### config.mk
export PLATFORM = sky130hd
export DESIGN_NAME = ppf_queue
export DESIGN_NICKNAME = d
export VERILOG_FILES = /design/src/ppf_pkg.sv /design/src/ppf_queue.sv
export SDC_FILE = /design/constraint.sdc
export NUM_CORES = 1
export LEC_CHECK = 0
export BUFFER_PORTS_ARGS = -buffer_cell sky130_fd_sc_hd__buf_2
export CORE_MARGIN = 2
export CORE_UTILIZATION = 50
export CTS_BUF_LIST = sky130_fd_sc_hd__clkbuf_8 sky130_fd_sc_hd__clkbuf_16
export DETAILED_ROUTE_END_ITERATION = 6
export PLACE_DENSITY = 0.77
export SLEW_MARGIN = 5
export SYNTH_ARGS = -nofsm -noshare
export SYNTH_HDL_FRONTEND = slang
export SYNTH_SLANG_ARGS = --single-unit
### constraint.sdc
create_clock -name clk -period 2.4 [get_ports clk]
set_clock_uncertainty 0.2 [all_clocks]
set_input_delay 0.36 -clock clk [delete_from_list [all_inputs] [get_ports clk]]
set_output_delay 0.36 -clock clk [all_outputs]
set_load 0.1 [all_outputs]
### src/ppf_pkg.sv
// shared types and constants for the paeth predictive filter
package ppf_pkg;

    localparam int MaxWidth   = 4096;
    localparam int ColW       = $clog2(MaxWidth);
    localparam int SampleW    = 8;
    localparam int CfgWidthW  = 13;
    localparam int CfgHeightW = 16;
    localparam int CfgDataW   = 16;
    localparam int CfgIdxW    = 2;
    localparam int CmpW       = (ColW + 1 > CfgWidthW) ? ColW + 1 : CfgWidthW;
    localparam int QDepth     = 2;
    localparam int QPtrW      = $clog2(QDepth);
    localparam int QCntW      = $clog2(QDepth + 1);

    typedef enum logic [CfgIdxW-1:0] {
        CFG_WIDTH  = 2'd0,
        CFG_HEIGHT = 2'd1,
        CFG_MODE   = 2'd2
    } cfg_index_t;

    typedef struct packed {
        logic [SampleW-1:0] sample;
        logic [ColW-1:0]    col;
        logic               pass;
        logic               last;
    } ppf_item_t;

endpackage

### src/ppf_queue.sv
// short fifo between the front end and the predictor back end
module ppf_queue
    import ppf_pkg::*;
(
    input  logic      clk,
    input  logic      rst_n,
    input  logic      push,
    input  ppf_item_t push_item,
    output logic      full,
    input  logic      pop,
    output logic      q_valid,
    output ppf_item_t q_item
);

    ppf_item_t        entry_reg [QDepth];
    logic [QPtrW-1:0] wr_ptr_reg;
    logic [QPtrW-1:0] rd_ptr_reg;
    logic [QCntW-1:0] count_reg, count_next;

    assign full    = count_reg == QCntW'(QDepth);
    assign q_valid = count_reg != '0;
    assign q_item  = entry_reg[rd_ptr_reg];

    always_comb
    begin
        count_next = count_reg;
        if (push && !pop)
        begin
            count_next = count_reg + QCntW'(1);
        end
        else if (pop && !push)
        begin
            count_next = count_reg - QCntW'(1);
        end
    end

    always_ff @(posedge clk or negedge rst_n)
    begin
        if (!rst_n)
        begin
            wr_ptr_reg <= '0;
            rd_ptr_reg <= '0;
            count_reg  <= '0;
        end
        else
        begin
            count_reg <= count_next;
            if (push)
            begin
                wr_ptr_reg <= (wr_ptr_reg == QPtrW'(QDepth - 1)) ? '0 : wr_ptr_reg + QPtrW'(1);
            end
            if (pop)
            begin
                rd_ptr_reg <= (rd_ptr_reg == QPtrW'(QDepth - 1)) ? '0 : rd_ptr_reg + QPtrW'(1);
            end
        end
    end

    always_ff @(posedge clk)
    begin
        if (push)
        begin
            entry_reg[wr_ptr_reg] <= push_item;
        end
    end

    a_count_range: assert property (@(posedge clk) disable iff (!rst_n)
        count_reg <= QCntW'(QDepth))
        else $error("queue count out of range");

    a_no_push_full: assert property (@(posedge clk) disable iff (!rst_n)
        full |-> !push)
        else $error("push into full queue");

    a_no_pop_empty: assert property (@(posedge clk) disable iff (!rst_n)
        !q_valid |-> !pop)
        else $error("pop from empty queue");

endmodule

# Word level (Yosys, flattened, before mapping)

Memory sizes are Yosys's and may differ from the RTL's.
Cells that the tools add are included.

Reduce and logical (&&, ||, !) cells: 6
$add $sub $neg: 4
Muxes and demuxes: 6
Equal/unequal tests: 1

Operator list:

| cell                                                               | number |
|---|---|
| 1-bit 2-to-1 mux                                                   | 4 |
| 2-bit 2-to-1 mux                                                   | 2 |
| 2-bit nonzero test                                                 | 2 |
| 1-bit adder, second input constant                                 | 2 |
| 2-bit by 1-bit adder with 2-bit output, second input constant      | 1 |
| 2-bit == test, second input constant                               | 1 |
| 1-bit logical AND                                                  | 2 |
| 1-bit zero test                                                    | 2 |
| 2-bit by 1-bit subtractor with 2-bit output, second input constant | 1 |

Memories: 1
Input bits: 26
Bits in registers: 4
Logic and storage cells: 21
Output and inout bits: 24
Memory bits (writable): 44

Memories:

| name      | depth | width | read ports | clocked after memory_dff | write ports | line            | RTL |
|---|---|---|---|---|---|---|---|
| entry_reg | 2     | 22    | 1          | 0                        | 1           | ppf_queue.sv:15 | `ppf_item_t entry_reg [QDepth];` |

# Depth between registers and ports, before layout

Depth in word-level cells: 4
Mapped depth: 5
Gate-level depth less buffers: 5

# Worst setup path before layout

OpenSTA, ideal clock, no wires.

Path kind: reg2out
Start: register count_reg[0]
End: output full
Path buffers: 0
Setup slack: 0.091 ns
Arrival time: 1.749 ns
Cell stages (with the launch flop): 2
Required time: 1.840 ns
Path through: dfrtp_1 > nor2b_1

Longest elaborated chain between the ends: 1

RTL lines:

| element                | line            | RTL |
|---|---|---|
| start, declared        | ppf_queue.sv:18 | `logic [QCntW-1:0] count_reg, count_next;` |
| start signal, assigned | ppf_queue.sv:47 | `count_reg <= count_next;` |
| 2-bit == test          | ppf_queue.sv:20 | `assign full = count_reg == QCntW'(QDepth);` |
| end, declared          | ppf_queue.sv:9  | `output logic full,` |

No other way between the ends.

==> impl_metrics.env <==
export IMPL_die_area_um2=4050
export IMPL_whs_path_depth=1
export IMPL_syn_to_final_growth_pct=43.6
export IMPL_layout_setup_ws_ns=0.238
export IMPL_h_tree_depth=2
export IMPL_grt_overflow=0
export IMPL_gp_congestion=0.670
export IMPL_maxCapViolations=0
export IMPL_grt_busiest_layer="met2"
export IMPL_fin_nets=171
export IMPL_dp_hpwl_um=2190
export IMPL_cp_end_kind="primary output"
export IMPL_crit_fanout=20
export IMPL_finalMaxSlewViolations=0
export IMPL_viasPerCell=4.90
export IMPL_rows=21
export IMPL_crit_type="reg -> out"
export IMPL_start_util_pct=52.5
export IMPL_die_x_um=63.7
export IMPL_hold_viol=0
export IMPL_dr_total_vias=936
export IMPL_largest_reg_flops=44
export IMPL_ys_seq_area_share_pct=79.8
export IMPL_drt_iter0_markers=28
export IMPL_rsz0062_at_grt="no"
export IMPL_synth_simple_gate_area_share_pct=1.62
export IMPL_whs_ns=0.0573
export IMPL_grt_max_degree=21
export IMPL_syn_area_um2=1780
export IMPL_setup_viol=0
export IMPL_drive_gt1_share_pct=58.6
export IMPL_cts_buffer_depth=2
export IMPL_gr_usage_met1_pct=18.1
export IMPL_synth_top_family_by_area="multiplexers"
export IMPL_status="complete, no violations"
export IMPL_cp_data_arrival_time_ns=1.60
export IMPL_fmax_mhz=463
export IMPL_period_needed_ns=2.16
export IMPL_wirelength_um=2890
export IMPL_synth_nets=111
export IMPL_worstMarginPinSlew_ns=0.487
export IMPL_post_place_ws_ns=0.539
export IMPL_grtUsageMet2_pct=27.2
export IMPL_cp_start_kind="flop"
export IMPL_grt_pass1_vias=1020
export IMPL_remaining_drc_errors=0
export IMPL_wire_per_inst_um=15.1
export IMPL_finalCritPeriodShare_pct=90.1
export IMPL_antenna_left=0
export IMPL_slew_limit_headroom_pct=67.7
export IMPL_synth_distinct_cells=12
export IMPL_ctsRootBufferMaster="clkbuf_8"
export IMPL_insertion_delay_ns=0.28
export IMPL_numCtsBuffers=5
export IMPL_antenna_found_initial=0
export IMPL_io_buffers=49
export IMPL_track_usage_pct=16.1
export IMPL_hold_path_class="in -> reg"
export IMPL_core_um2=3390
export IMPL_die_h_um=63.7
export IMPL_grt_first_pass_wirelength_um=4750
export IMPL_ys_warn_count=0
export IMPL_n_antenna_cell=0
export IMPL_clk_pin_slew_ns=0.08
export IMPL_synth_compound_area_share_pct=0
export IMPL_ys_ff_latch=48
export IMPL_synth_xor_area_share_pct=2.46
export IMPL_cts_resized=0
export IMPL_syn_area_per_cell_um2=21.2
export IMPL_yosys_mux_area_fraction_pct=13.9
export IMPL_cts_sinks=48
export IMPL_utilization_pct=75.5
export IMPL_gr_usage_met3_pct=6.43
export IMPL_fin_setup_tns_ns=0
export IMPL_synthAdderAreaFrac_pct=0.703
export IMPL_reg2reg_depth=2
export IMPL_synth_cells=84
export IMPL_dr_pass1_iters=4
export IMPL_cp_required_ns=1.84
export IMPL_ios=50
export IMPL_cts_tree="done"
[timing repair]
item	CTS	global route
endpoints found under the hold margin	4	0
buffers inserted	0	0
hold buffers	1	0
[metrics by stage]
step / cells / area (um^2)
2_1_floorplan: 84 / 1780
3_3_place_gp: 182 / 2430
3_5_place_dp: 182 / 2430
4_1_cts: 191 / 2560
5_1_grt: 191 / 2560
6_report: 191 / 2560
[final timing paths]
kind,startpoint,to,slack [ns]
min,push_item[11],entry_reg[0][11]$_DFFE_PP_,0.06
max reg2reg,wr_ptr_reg$_DFFE_PN0P_,entry_reg[1][9]$_DFFE_PP_,1.13
min reg2reg,count_reg[1]$_DFFE_PN0P_,count_reg[1]$_DFFE_PN0P_,0.29
max in group asynchronous,rst_n,wr_ptr_reg$_DFFE_PN0P_,1.66
min in group asynchronous,rst_n,rd_ptr_reg$_DFFE_PN0P_,0.21
max,rd_ptr_reg$_DFFE_PN0P_,q_item[15],0.24
[kinds of logic after synthesis]
kind of cell | after synthesis
DFF | 48
buffers and inverters | 3
muxes | 22
and+or+nand+nor | 5
xor gates and xnor gates | 5
adders and majority gates | 1
[routing by layer]
layer,part of all wire (%),wire (um)
met5,0,0
met2,53,1520
met1,38,1110
met3,7.9,229
met4,1.0,30
[layout make-up]
class / instances / area, um^2
multi-input combinational: 33 / 335
inverter: 1 / 3.75
timing repair buffer: 55 / 623
tap: 46 / 57.6
fill: 211 / 832
clock inverter: 2 / 33.8
clock buffer: 6 / 82.6
sequential: 48 / 1420
[worst max-delay path, cell delays in order, from the launching register on]
cell and delay, ns:
dfrtp_1 0.42, buf_4 0.31, mux2_2 0.41, buf_12 0.17
[synthesized netlist by cell type]
cell / n / area share [%]
and2_1: 1 / 0.35
buf_6: 2 / 1.3
xor2_1: 4 / 2.0
or2_2: 1 / 0.35
edfxtp_1: 44 / 74
mux2_2: 22 / 14
dfrtp_1: 4 / 5.6
nor2_1: 1 / 0.21
nor2b_1: 2 / 0.70
xnor2_1: 1 / 0.49
inv_1: 1 / 0.21
ha_1: 1 / 0.70
[cell usage in the layout, fill, tap and decap left out, drive strengths merged]
cell type    count
buf             54
edfxtp          44
mux2            22
clkbuf           6
xor2             4
dfrtp            4
nor2b            2
inv              1
or2              1
and2             1
xnor2            1
nor2             1
ha               1
clkinv           1
bufinv           1
dlygate4sd3      1
Power is not shown: default switching activity piles up to over one toggle a cycle in this logic, so the estimate is an artifact.
