**config.mk**
```make
export PLATFORM = sky130hd
export DESIGN_NAME = ppf_front
export DESIGN_NICKNAME = d
export VERILOG_FILES = /design/src/ppf_pkg.sv /design/src/ppf_front.sv
export SDC_FILE = /design/constraint.sdc
export NUM_CORES = 1
export LEC_CHECK = 0
export ABC_AREA = 1
export BUFFER_PORTS_ARGS = -buffer_cell sky130_fd_sc_hd__buf_2
export CORE_ASPECT_RATIO = 1.5
export CORE_MARGIN = 1
export CORE_UTILIZATION = 58
export DETAILED_ROUTE_END_ITERATION = 6
export GPL_TIMING_DRIVEN = 0
export PLACE_DENSITY = 0.81
export SYNTH_ARGS = -nofsm -noshare
export SYNTH_HDL_FRONTEND = slang
export SYNTH_SLANG_ARGS = --single-unit
```
**constraint.sdc**
```tcl
create_clock -name clk -period 3.6 [get_ports clk]
set_clock_uncertainty 0.1 [all_clocks]
set_input_delay 0.36 -clock clk [delete_from_list [all_inputs] [get_ports clk]]
set_output_delay 0.36 -clock clk [all_outputs]
set_load 0.05 [all_outputs]
```
**src/ppf_pkg.sv**
```systemverilog
// shared types and constants for the paeth predictive filter
package ppf_pkg;

    localparam int MaxWidth   = 4096;
    localparam int ColW       = $clog2(MaxWidth);
    localparam int SampleW    = 8;
    localparam int CfgWidthW  = 13;
    localparam int CfgHeightW = 16;
    localparam int CfgDataW   = 16;
    localparam int CfgIdxW    = 2;
    localparam int CmpW       = (ColW + 1 > CfgWidthW) ? ColW + 1 : CfgWidthW;
    localparam int QDepth     = 2;
    localparam int QPtrW      = $clog2(QDepth);
    localparam int QCntW      = $clog2(QDepth + 1);

    typedef enum logic [CfgIdxW-1:0] {
        CFG_WIDTH  = 2'd0,
        CFG_HEIGHT = 2'd1,
        CFG_MODE   = 2'd2
    } cfg_index_t;

    typedef struct packed {
        logic [SampleW-1:0] sample;
        logic [ColW-1:0]    col;
        logic               pass;
        logic               last;
    } ppf_item_t;

endpackage

```
**src/ppf_front.sv**
```systemverilog
// front end: configuration registers, raster counters and item classification
module ppf_front
    import ppf_pkg::*;
(
    input  logic                clk,
    input  logic                rst_n,
    input  logic                in_valid,
    output logic                in_ready,
    input  logic [SampleW-1:0]  sample_in,
    input  logic                cfg_valid,
    input  logic [CfgIdxW-1:0]  cfg_index,
    input  logic [CfgDataW-1:0] cfg_data,
    input  logic                q_full,
    output logic                push,
    output ppf_item_t           push_item,
    output logic                decode_mode
);

    logic [CfgWidthW-1:0]  width_reg;
    logic [CfgHeightW-1:0] height_reg;
    logic                  mode_reg;
    logic [ColW-1:0]       col_reg, col_next;
    logic [CfgHeightW-1:0] row_reg, row_next;

    logic [CmpW-1:0]       eff_width;
    logic [CmpW-1:0]       col_inc;
    logic [CfgHeightW-1:0] eff_height;
    logic [CfgHeightW:0]   row_inc;
    logic                  col_wrap;
    logic                  row_wrap;

    assign in_ready    = !q_full;
    assign push        = in_valid && in_ready;
    assign decode_mode = mode_reg;

    always_comb
    begin
        if (width_reg == '0)
        begin
            eff_width = CmpW'(1);
        end
        else if (CmpW'(width_reg) > CmpW'(MaxWidth))
        begin
            eff_width = CmpW'(MaxWidth);
        end
        else
        begin
            eff_width = CmpW'(width_reg);
        end
        eff_height = (height_reg == '0) ? CfgHeightW'(1) : height_reg;
        col_inc    = CmpW'(col_reg) + CmpW'(1);
        row_inc    = {1'b0, row_reg} + (CfgHeightW + 1)'(1);
        col_wrap   = col_inc >= eff_width;
        row_wrap   = col_wrap && (row_inc >= {1'b0, eff_height});

        push_item.sample = sample_in;
        push_item.col    = col_reg;
        push_item.pass   = (row_reg == '0) || (col_reg == '0);
        push_item.last   = row_wrap;

        col_next = col_wrap ? '0 : col_inc[ColW-1:0];
        if (!col_wrap)
        begin
            row_next = row_reg;
        end
        else if (row_wrap)
        begin
            row_next = '0;
        end
        else
        begin
            row_next = row_inc[CfgHeightW-1:0];
        end
    end

    always_ff @(posedge clk or negedge rst_n)
    begin
        if (!rst_n)
        begin
            width_reg  <= CfgWidthW'(4096);
            height_reg <= CfgHeightW'(1);
            mode_reg   <= 1'b0;
            col_reg    <= '0;
            row_reg    <= '0;
        end
        else
        begin
            if (cfg_valid)
            begin
                unique case (cfg_index_t'(cfg_index))
                    CFG_WIDTH:  width_reg  <= cfg_data[CfgWidthW-1:0];
                    CFG_HEIGHT: height_reg <= cfg_data[CfgHeightW-1:0];
                    CFG_MODE:   mode_reg   <= cfg_data[0];
                    default:    ;
                endcase
            end
            if (push)
            begin
                col_reg <= col_next;
                row_reg <= row_next;
            end
        end
    end

endmodule

```
# Word-level counts from Yosys, hierarchy flattened
# Cells that the tools add are included.
# W data, S select, Z words.
[classes]
addsub = 2
n_lt_le_gt_ge = 3
eq_ne = 2
mux = 5
n_reduce_logical = 13
[op_table]
columns = ["op", "count"]
rows = [
  ["$logic_not A16 Y1", 2],
  ["$mux W16", 2],
  ["$mux W13", 2],
  ["$add A16 B1 Y17 const B", 1],
  ["$ge A17 B16 Y1", 1],
  ["$add A12 B1 Y13 const B", 1],
  ["$ge A13 B13 Y1", 1],
  ["$gt A13 B13 Y1 const B", 1],
  ["$logic_not A13 Y1", 1],
  ["$logic_not A12 Y1", 1],
  ["$mux W12", 1],
  ["$reduce_and A2 Y1", 4],
  ["$eq A2 B1 Y1 const B", 1],
  ["$eq A2 B2 Y1 const B", 1],
  ["$logic_and A1 B1 Y1", 2],
  ["$logic_not A2 Y1", 1],
  ["$logic_not A1 Y1", 1],
  ["$logic_or A1 B1 Y1", 1],
]
[totals]
regBits = 58
output_inout_bits = 25
elab_cells = 30

# Longest topological paths before layout
# Gate-level depths: netlist of the first run.
[depth]
ltp_word = 6
ltp_mapped = 21
depth_no_buf = 20

# Worst setup path after synthesis of the first run
# Ideal clock, no wire load.
[synth_path]
path_kind = "register -> output"
start = "register col_reg[0]"
end = "output port push_item[0] (netlist name)"
t_arrival_ns = 2.688
required_ns = 3.140
setup_slack_ns = 0.452
stages_incl_launch_ff = 18
n_path_buf = 1
cell_sequence = "dfrtp_1 > ha_1 > nand2_1 > inv_1 > nand4_1 > nor2_1 > nand2_1 > xor2_1 > ha_1 > nand2_1 > nand2_1 > nand2_1 > nand2_1 > a21oi_1 > nand3_1 > nand2_1 > inv_1 > buf_4"
[synth_between]
elab_chain_len = 3
[synth_rtl]
columns = ["item", "line_no", "source"]
rows = [
  ["start, declared", "ppf_front.sv:22", "logic [ColW-1:0] col_reg, col_next;"],
  ["start signal, assigned", "ppf_front.sv:99", "col_reg <= col_next;"],
  ["$add A12 B1 Y13", "ppf_front.sv:51", "col_inc = CmpW'(col_reg) + CmpW'(1);"],
  ["$ge A13 B13 Y1", "ppf_front.sv:53", "col_wrap = col_inc >= eff_width;"],
  ["$logic_and A1 B1 Y1", "ppf_front.sv:54", "row_wrap = col_wrap && (row_inc >= {1'b0, eff_height});"],
  ["end, declared", "ppf_front.sv:15", "output ppf_item_t push_item,"],
]
# Every way passes these cells.

# Worst setup path after layout of the first run
[layout_path]
start = "register row_reg[1]"
end = "output port push_item[0] (netlist name)"
[layout_between]
elab_chain_len = 3
[layout_rtl]
columns = ["item", "line_no", "source"]
rows = [
  ["start, declared", "ppf_front.sv:23", "logic [CfgHeightW-1:0] row_reg, row_next;"],
  ["start signal, assigned", "ppf_front.sv:100", "row_reg <= row_next;"],
  ["$add A16 B1 Y17", "ppf_front.sv:52", "row_inc = {1'b0, row_reg} + (CfgHeightW + 1)'(1);"],
  ["$ge A17 B16 Y1", "ppf_front.sv:54", ""],
  ["$logic_and A1 B1 Y1", "ppf_front.sv:54", ""],
]
# Every way passes these cells.

==> results.py, run 1 <==
metrics = {
    "worst_setup_path": {
        "critPathKind": "flop to output pin",
        "crit_arrival_ns": 2.98,
        "reg2reg_slack_ns": 0.48,
        "crit_fanout": 4,
        "end_kind": "output pin",
        "startpoint_type": "flop",
        "worst_ep_required_time_ns": 3.14,
    },
    "layout": {
        "area_growth_pct": 17.14,
        "fill_cells": 520,
        "insertedDiodeCount": 0,
        "multi_input_area_sq_um": 2009,
        "nets": 630,
        "seqCellArea_sq_um": 1459,
        "drive_gt1_frac": 0.1839,
    },
    "timing": {
        "timing.final.ws_setup_ns": 0.1569,
        "fmax_mhz": 290.4,
        "layout_min_cycle_time_ns": 3.443,
        "tns_ns": 0,
        "tightestPinTransition_ns": 0.7344,
        "max_slew_margin": 0.5104,
        "final_max_slew_viol_count": 0,
        "hold_ws_ns": -0.03363,
        "hold_viol": 56,
        "post-route-period-util": 0.9564,
        "setup_viol": 0,
    },
    "flow_run": {
        "drv_cap": 0,
    },
    "placed_design": {
        "port_buffers": 47,
        "post-place-ws_ns": 0.4029,
        "place_congestion": 0.8448,
        "place_hpwl_microns": 6582,
    },
    "status": {
        "violations": "negative hold slack",
        "status": "finished, violations left",
    },
    "floorplan": {
        "io-pin-count": 56,
        "initial_utilization": 0.6103,
        "die_y_microns": 101.1,
        "dieArea_sq_um": 6877,
        "core_area_sq_um": 6218,
        "die_x_microns": 68.05,
        "row_count": 35,
    },
    "synth": {
        "ys.flop_type": "dfrtp_1",
        "yosysUniqueCellTypes": 29,
        "synthTopCellsByCount": "158 x nand2_1, 73 x inv_1, 56 x dfrtp_1, 37 x o21ai_0",
        "yosysWarnings": 0,
        "synth_seq_cells": 58,
        "synthCells": 504,
        "ys_top_cells_by_area": "dfrtp_1 37%, nand2_1 16%, ha_1 11%",
        "netlist_area_sq_um": 3795,
        "synth_top_cell_by_area": "dfrtp_1",
        "yosys.cell_count.top_type": "nand2_1",
        "ys_async_sr_fraction": 1.000,
        "synth_edf_count": 0,
        "yosysSeqAreaShare": 0.3831,
        "synth_top_area_frac": 0.3693,
        "synth.avg_cell_area_sq_um": 7.530,
        "syn_nets": 568,
    },
    "cts": {
        "cts_max_level": 3,
        "tritoncts": "done",
        "clock_latency_ns": 0.35,
        "cts_root_buf": "clkbuf_8",
        "clock_path_buffers": 2,
        "clk_transition_reported_paths_ns": 0.07,
        "clock-sinks": 58,
        "cts_buffers": 9,
    },
    "power": {
        "irDropWorstVdd_mv": 0.5436,
        "p_total_mw": 2.654,
        "leakagePower_nw": 2.457,
        "p_per_area_nw_per_um2": 597.1,
    },
    "detailed_routing": {
        "ant_nets": 0,
        "drtPass1Iterations": 4,
        "drc": 0,
        "wirelength_microns": 9016,
        "viasPerCell": 5.357,
        "drtIter0Drc": 165,
        "wl_per_cell_microns": 13.98,
        "vias": 3455,
    },
    "global_routing": {
        "grt_usage": 0.2868,
        "grt_pass1_vias": 3314,
        "grt_max_degree": 59,
        "grt_overflow": 0,
        "antenna_found_initial": 0,
        "grt_pass1_wl_microns": 14410,
    },
    "hold_path": {
        "hp-class": "input port to asynchronous set/reset pin",
    },
}
power breakdown:
part	internal, mW	switching [mW]	total, mW
clock network	0.428	0.269	0.697
logic	0.361	0.710	1.07
registers	0.769	0.117	0.886
worst paths after layout:
check | to | depth (start not counted) | start
setup / recovery | push_item[0] | 19 | row_reg[1]
hold / removal | col_reg[5] | 1 | rst_n
setup reg to reg | row_reg[13] | 19 | col_reg[0]
hold reg to reg | height_reg[12] | 2 | height_reg[12]
max in group asynchronous | row_reg[0] | 1 | rst_n
min in group clk | height_reg[13] | 3 | cfg_data[13]
cell families (layout without fill, tap and decap cells):
kind of cell	after synthesis	count (layout)	share of synthesized area
buffers and inverters	91	158	0.1015
AND/OR/NAND/NOR	248	248	0.2859
AO/OA/AOI/OAI	54	54	0.07452
flip-flops	58	58	0.3831
adder cells (fa/ha/maj)	33	33	0.1088
XOR/XNOR	20	20	0.04616
area by class of cell:
class                   count  area share
multi-input cells         355      0.4520
flip-flops and latches     58      0.3282
inverters                  73     0.06164
repair buffers             51     0.06079
clock buffers              12     0.03490
plain buffers              18     0.02505
well taps                  74     0.02083
clock inverters             4     0.01661
cell usage in the layout, fill, tap and decap left out, types with 2 or more instances in the layout:
master and n:
clkbuf_1 7, xor2_2 3, o21ai_0 37, xor2_1 13, nand2_2 2, dfrtp_1 52, nor4_1 9, nand3_1 16
bufinv_16 2, nand3b_1 2, nor3_1 4, inv_1 72, nand3_2 3, ha_1 31, xnor2_1 4, buf_2 47
nor2_1 32, nand4_1 13, nand2_1 158, nor3_2 2, ha_2 2, a21oi_1 12, dfrtp_2 4, nor2_2 3
buf_4 15, dfstp_2 2, clkbuf_8 11
per-stage QoR:
| stage | util | cell area [sq um] | instances | hold slack (ns) |
|---|---|---|---|---|
| floorplan | - | 3795 | 504 | -0.03559 |
| global placement | 0.6630 | 4123 | 625 | 0.3728 |
| detailed placement | 0.6630 | 4123 | 625 | 0.3884 |
| CTS | 0.7000 | 4353 | 641 | 0.1524 |
| global route | 0.7149 | 4446 | 645 | 0.03615 |
| finish | 0.7149 | 4446 | 645 | -0.03363 |
metal layers:
layer	GRT usage	share of wire	vias to the layer above
li1	-	-	1722
met1	0.2966	0.38	1601
met2	0.5271	0.55	109
met3	0.05430	0.045	23
met4	0.1394	0.030	0
met5	0	0	-
worst max-delay path: stages, from the launching register on:
cell     delay (ns)
dfrtp_1        0.41
ha_2           0.23
nand3_2        0.11
inv_1          0.11
nand2_4        0.08
inv_2          0.07
nand2_1        0.06
xor2_1         0.14
inv_1          0.07
ha_1           0.29
nand2_1        0.08
nor2_1         0.16
nand3_1        0.09
nor2_1         0.14
nand2_2        0.08
nand3_4        0.12
nand2_1        0.07
inv_1          0.05
buf_4          0.09
buf_4          0.18
what timing repair did:
action | in CTS | in global routing
hold buffers | 0 | 0
pin swaps | 0 | 4
setup buffers | 0 | 4
resized for setup | 1 | 17
endpoints found under the setup margin | 1 | 1
(Power assumes the default switching activity.)
==> run 2, diff against run 1 <==
- CELL_PAD_IN_SITES_DETAIL_PLACEMENT: unset -> 0
- CELL_PAD_IN_SITES_GLOBAL_PLACEMENT: unset -> 1
- CORE_UTILIZATION: 58 -> 42
- PLACE_DENSITY: 0.81 -> unset
- PLACE_DENSITY_LB_ADDON: unset -> 0.1
==> run 2 against run 1 <==
The run still ends with negative hold slack left. Total power increased by 5.0%. Cell count increased by 5.3%. Sequential cell count unchanged. Fmax increased by 0.95%. Wire length increased by 5.4%. Highest routed layer unchanged.
==> results.py, run 2 (synthesis gave the netlist of run 1 again) <==
metrics = {
    "cts": {
        "clk_transition_reported_paths_ns": 0.05,
        "clock_latency_ns": 0.33,
        "holdBufCountCts": 0,
        "clock_path_buffers": 2,
        "cts_max_level": 3,
        "tritoncts": "done",
        "cts_root_buf": "clkbuf_16",
        "cts_buffers": 9,
        "clock-sinks": 58,
    },
    "global_routing": {
        "antenna_found_initial": 0,
        "grt_usage": 0.2166,
        "grt_pass1_wl_microns": 15230,
        "grt_overflow": 0,
        "grt_pass1_vias": 3168,
        "grt_max_degree": 59,
    },
    "worst_setup_path": {
        "crit_fanout": 4,
        "crit_chain": "ha_2, nand3_2, inv_1, nand2_2, nor2_1, xor2_1, ha_1, nand2_1, nand2_1, nand2_1, nand2_1, nand2_1, nand3_1, nand2_1, nand3_4, nand2_1, inv_1, buf_4, buf_4",
        "worst_ep_required_time_ns": 3.14,
        "critPathKind": "flop to output pin",
        "startpoint_type": "flop",
        "critPathMaxStageDelay_ns": 0.40,
        "crit_path_frequent_cell": "nand2_1",
        "end_kind": "output pin",
        "cpMaxStageDelayCell": "dfrtp_1",
        "crit_arrival_ns": 2.95,
    },
    "floorplan": {
        "core_area_sq_um": 8776,
        "die_x_microns": 79.61,
        "row_count": 42,
        "initial_utilization": 0.4324,
        "dieArea_sq_um": 9427,
        "io-pin-count": 56,
        "die_y_microns": 118.4,
    },
    "placed_design": {
        "port_buffers": 47,
        "post-place-ws_ns": 0.3342,
        "place_hpwl_microns": 7305,
        "place_congestion": 0.8149,
    },
    "timing": {
        "max_slew_margin": 0.4824,
        "tightestPinTransition_ns": 0.7764,
        "post-route-period-util": 0.9475,
        "timing.final.ws_setup_ns": 0.1892,
        "hold_ws_ns": -0.002343,
        "fmax_mhz": 293.2,
        "final_max_slew_viol_count": 0,
        "tns_ns": 0,
        "setup_viol": 0,
        "layout_min_cycle_time_ns": 3.411,
        "hold_viol": 2,
    },
    "detailed_routing": {
        "drtPass1Iterations": 4,
        "vias": 3330,
        "ant_nets": 0,
        "viasPerCell": 4.904,
        "wirelength_microns": 9506,
        "drtIter0Drc": 138,
        "wl_per_cell_microns": 14.00,
        "drc": 0,
    },
    "layout": {
        "layout.cells.most_common": "nand2_1",
        "drive_gt1_frac": 0.1775,
        "seqCellArea_sq_um": 1458,
        "fill_cells": 896,
        "nets": 629,
        "area_growth_pct": 19.49,
        "final_cell_mix": "158 x nand2_1, 72 x inv_1, 53 x dfrtp_1",
        "multi_input_area_sq_um": 2004,
        "insertedDiodeCount": 0,
    },
    "power": {
        "p_total_mw": 2.788,
        "irDropWorstVdd_mv": 0.4028,
        "leakagePower_nw": 2.466,
        "p_per_area_nw_per_um2": 614.8,
    },
    "hold_path": {
        "hp-class": "input port to asynchronous set/reset pin",
    },
    "status": {
        "status": "finished, violations left",
        "violations": "negative hold slack",
    },
    "flow_run": {
        "drv_cap": 0,
    },
}
[run 2: cell count changes in the layout (fill, tap and decap cells not counted), sizes merged]
cell    before  now
buf         63   62
bufinv       2    1
[run 2: what timing repair did]
action,in CTS,in global routing
pin swaps,0,1
setup endpoints to repair,1,1
hold endpoints to repair,0,0
resized for setup,2,14
buffers inserted,0,3
[run 2: report_power, final]
part           switching (mW)  leakage, nW  internal, mW
sequential              0.119        0.741         0.770
combinational           0.706         1.58         0.358
clock                   0.288        0.142         0.547
[run 2: routing by layer]
metal,share of wire,track usage
met1,0.42,0.2416
met2,0.54,0.3969
met3,0.019,0.03475
met4,0.017,0.08523
met5,0,0
[run 2: through the flow]
stage,utilization,cells,hold WS (ns),instance area (sq um)
6_report,0.5167,679,-0.002343,4534
5_1_grt,0.5167,679,0.07510,4534
4_1_cts,0.5086,676,0.1906,4463
3_5_place_dp,0.4749,661,0.3788,4168
3_3_place_gp,0.4749,661,0.3671,4168
2_1_floorplan,-,504,-0.03559,3795
[run 2: worst max-delay path: cells and delay by family (launching register included)]
family / cells / cell delay, ns
AND/OR/NAND/NOR: 12 / 0.95
XOR/XNOR: 1 / 0.33
buffers and inverters: 4 / 0.43
adder cells (fa/ha/maj): 2 / 0.53
flip-flops: 1 / 0.40
[run 2: layout make-up]
| type | instances | area share |
|---|---|---|
| sequential | 58 | 0.3215 |
| inverter | 73 | 0.06043 |
| buffer | 18 | 0.02456 |
| clock inverter | 3 | 0.008830 |
| timing repair buffer | 50 | 0.05795 |
| multi-input combinational | 355 | 0.4421 |
| clock buffer | 12 | 0.05436 |
| tap | 110 | 0.03035 |
[run 2: final timing paths]
| path | slack, ns | to | depth (start not counted) | startpoint |
|---|---|---|---|---|
| setup / recovery | 0.19 | push_item[0] | 19 | row_reg[1] |
| hold / removal | -0.002 | col_reg[4] | 1 | rst_n |
| setup reg to reg | 0.48 | row_reg[5] | 19 | col_reg[0] |
| hold reg to reg | 0.39 | height_reg[12] | 2 | height_reg[12] |
| max in group asynchronous | 2.83 | col_reg[0] | 1 | rst_n |
| min in group clk | 0.19 | height_reg[14] | 3 | cfg_data[14] |
==> run 3, diff against run 2 <==
- CORE_MARGIN: 1 -> 4
==> run 3 against run 2 <==
The flow now finishes without violations. Wire length up 1.1%. Sequential power down 0.4%. Worst setup slack better by 0.025 ns. Fmax up 0.75%. Register-to-register slack worse by 0.03 ns. Global-route usage down 3.0 points. Highest routed layer unchanged.
==> results.py, run 3 (synthesis gave the netlist of run 1 again) <==
metrics = {
    "detailed_routing": {
        "viasPerCell": 4.965,
        "wl_met3_microns": 344,
        "drtIter0Drc": 149,
        "wirelength_microns": 9608,
        "ant_nets": 0,
        "routed-wl-met2_microns": 5072,
        "wl_per_cell_microns": 14.03,
        "top_layer": "met4",
        "drtPass1Iterations": 4,
        "m1WireLength_microns": 3758,
        "drc": 0,
        "vias": 3401,
    },
    "layout": {
        "area_growth_pct": 21.50,
        "insertedDiodeCount": 0,
        "layout.cells.non_filler": 685,
        "post-route-cell-area_sq_um": 4611,
        "nets": 634,
        "drive_gt1_frac": 0.1843,
        "utilization": 0.5223,
        "final_cell_mix": "157 x nand2_1, 73 x inv_1, 51 x dfrtp_1",
        "layout.cells.most_common": "nand2_1",
    },
    "floorplan": {
        "die_y_microns": 124.4,
        "dieArea_sq_um": 10650,
        "core_area_sq_um": 8828,
        "row_count": 42,
        "io-pin-count": 56,
        "die_x_microns": 85.61,
        "initial_utilization": 0.4298,
    },
    "timing": {
        "hold_viol": 0,
        "max_slew_margin": 0.4964,
        "final_max_slew_viol_count": 0,
        "setup_viol": 0,
        "layout_min_cycle_time_ns": 3.385,
        "tns_ns": 0,
        "post-route-period-util": 0.9404,
        "timing.final.ws_setup_ns": 0.2147,
        "tightestPinTransition_ns": 0.7554,
        "fmax_mhz": 295.4,
    },
    "placed_design": {
        "place_hpwl_microns": 7408,
        "place_congestion": 0.8504,
        "dp.cells": 661,
        "post-place-ws_ns": 0.3150,
        "dpl_cell_area_sq_um": 4168,
        "port_buffers": 47,
    },
    "global_routing": {
        "grt_pass1_wl_microns": 15530,
        "grt_overflow": 0,
        "grt_usage": 0.1864,
        "grt_pass1_vias": 3245,
        "antenna_found_initial": 0,
        "grt_max_degree": 59,
    },
    "worst_setup_path": {
        "crit_chain": "ha_1, nand2_1, inv_1, nand4_1, buf_4, xor2_1, ha_1, nand2_1, inv_1, nand2_1, nand2_1, a21oi_1, nand3_2, nand2_1, inv_1, buf_4, buf_6",
        "crit_arrival_ns": 2.93,
        "crit_fanout": 5,
        "crit_path_frequent_cell": "nand2_1",
        "worst_ep_required_time_ns": 3.14,
        "startpoint_type": "flop",
        "cpMaxStageDelayCell": "dfrtp_2",
        "critPathMaxStageDelay_ns": 0.42,
        "end_kind": "output pin",
        "critPathKind": "flop to output pin",
        "reg2reg_slack_ns": 0.45,
        "rr_worst_depth": 18,
        "r2r-end": "row_reg[14]",
        "r2r-start": "col_reg[0]",
    },
    "cts": {
        "clock_latency_ns": 0.33,
        "cts_root_buf": "clkbuf_16",
        "cts_max_level": 3,
        "clock_path_buffers": 2,
        "clk_transition_reported_paths_ns": 0.05,
        "cts_buffers": 9,
        "holdBufCountCts": 0,
        "clock-sinks": 58,
        "tritoncts": "done",
    },
    "flow_run": {
        "drv_cap": 0,
    },
    "power": {
        "irDropWorstVdd_mv": 0.4434,
        "leakagePower_nw": 2.515,
        "p_per_area_nw_per_um2": 636.3,
    },
    "hold_path": {
        "hp-class": "input port to asynchronous set/reset pin",
    },
    "status": {
        "status": "complete, no violations",
    },
}
==> run 3: changes by cell type in the layout (fill, tap and decap cells not counted), moves of 2 or more <==
cell / before / now
buf_4: 14 / 18
dfrtp_2: 3 / 5
dfrtp_1: 53 / 51
bufinv_16: 1 / 3
==> run 3: critical path: cells and delay by family (launching register included) <==
family	cells	cell delay [ns]
flip-flops	1	0.42
buffers and inverters	6	0.58
adder cells (fa/ha/maj)	2	0.53
XOR/XNOR	1	0.25
AND/OR/NAND/NOR	7	0.67
AO/OA/AOI/OAI	1	0.15
==> run 3: metal layers <==
| layer | up-vias | GRT usage |
|---|---|---|
| met2 | 85 | 0.3164 |
| met4 | 0 | 0.1109 |
| met3 | 30 | 0.03375 |
| li1 | 1736 | - |
| met5 | - | 0 |
| met1 | 1550 | 0.2136 |
==> run 3: metrics by stage <==
| step | total power, mW | hold WS, ns |
|---|---|---|
| after floorplan | 1.640 | -0.03559 |
| after detailed placement | 1.927 | 0.3836 |
| after global routing | 3.139 | 0.06251 |
| final | 2.934 | 0.005343 |
| after global placement | 1.912 | 0.3716 |
| after CTS | 2.916 | 0.1762 |
==> run 3: where the power goes <==
| group | total, mW | internal (mW) | switching (mW) |
|---|---|---|---|
| sequential | 0.885 | 0.771 | 0.115 |
| clock | 0.969 | 0.671 | 0.298 |
| combinational | 1.08 | 0.370 | 0.709 |
==> run 3: how the worst max path moves through the flow <==
stage	from	to	slack (ns)	cells after the start
after floorplan	col_reg[0]	push_item[0]	0.45	17
after global routing	col_reg[1]	push_item[0]	-0.01	18
final	col_reg[0]	push_item[0]	0.21	17
after CTS	col_reg[0]	push_item[0]	0.01	18
after global placement	col_reg[0]	push_item[0]	0.33	18
after detailed placement	col_reg[0]	push_item[0]	0.31	16
==> run 3: repair_timing <==
action	4_1_cts	5_1_grt
setup buffers	0	8
setup endpoints to repair	1	1
pin swaps	0	3
gates resized for setup	3	11
==> run 3: cell type report <==
class                      count  area (sq um)
timing repair buffer          55         304.0
clock buffer                  10         229.0
buffer                        18         111.4
clock inverter                 6         105.1
multi-input combinational    355          1989
inverter                      73         274.0
sequential                    58          1460
fill                         881          4218
tap                          110         137.6
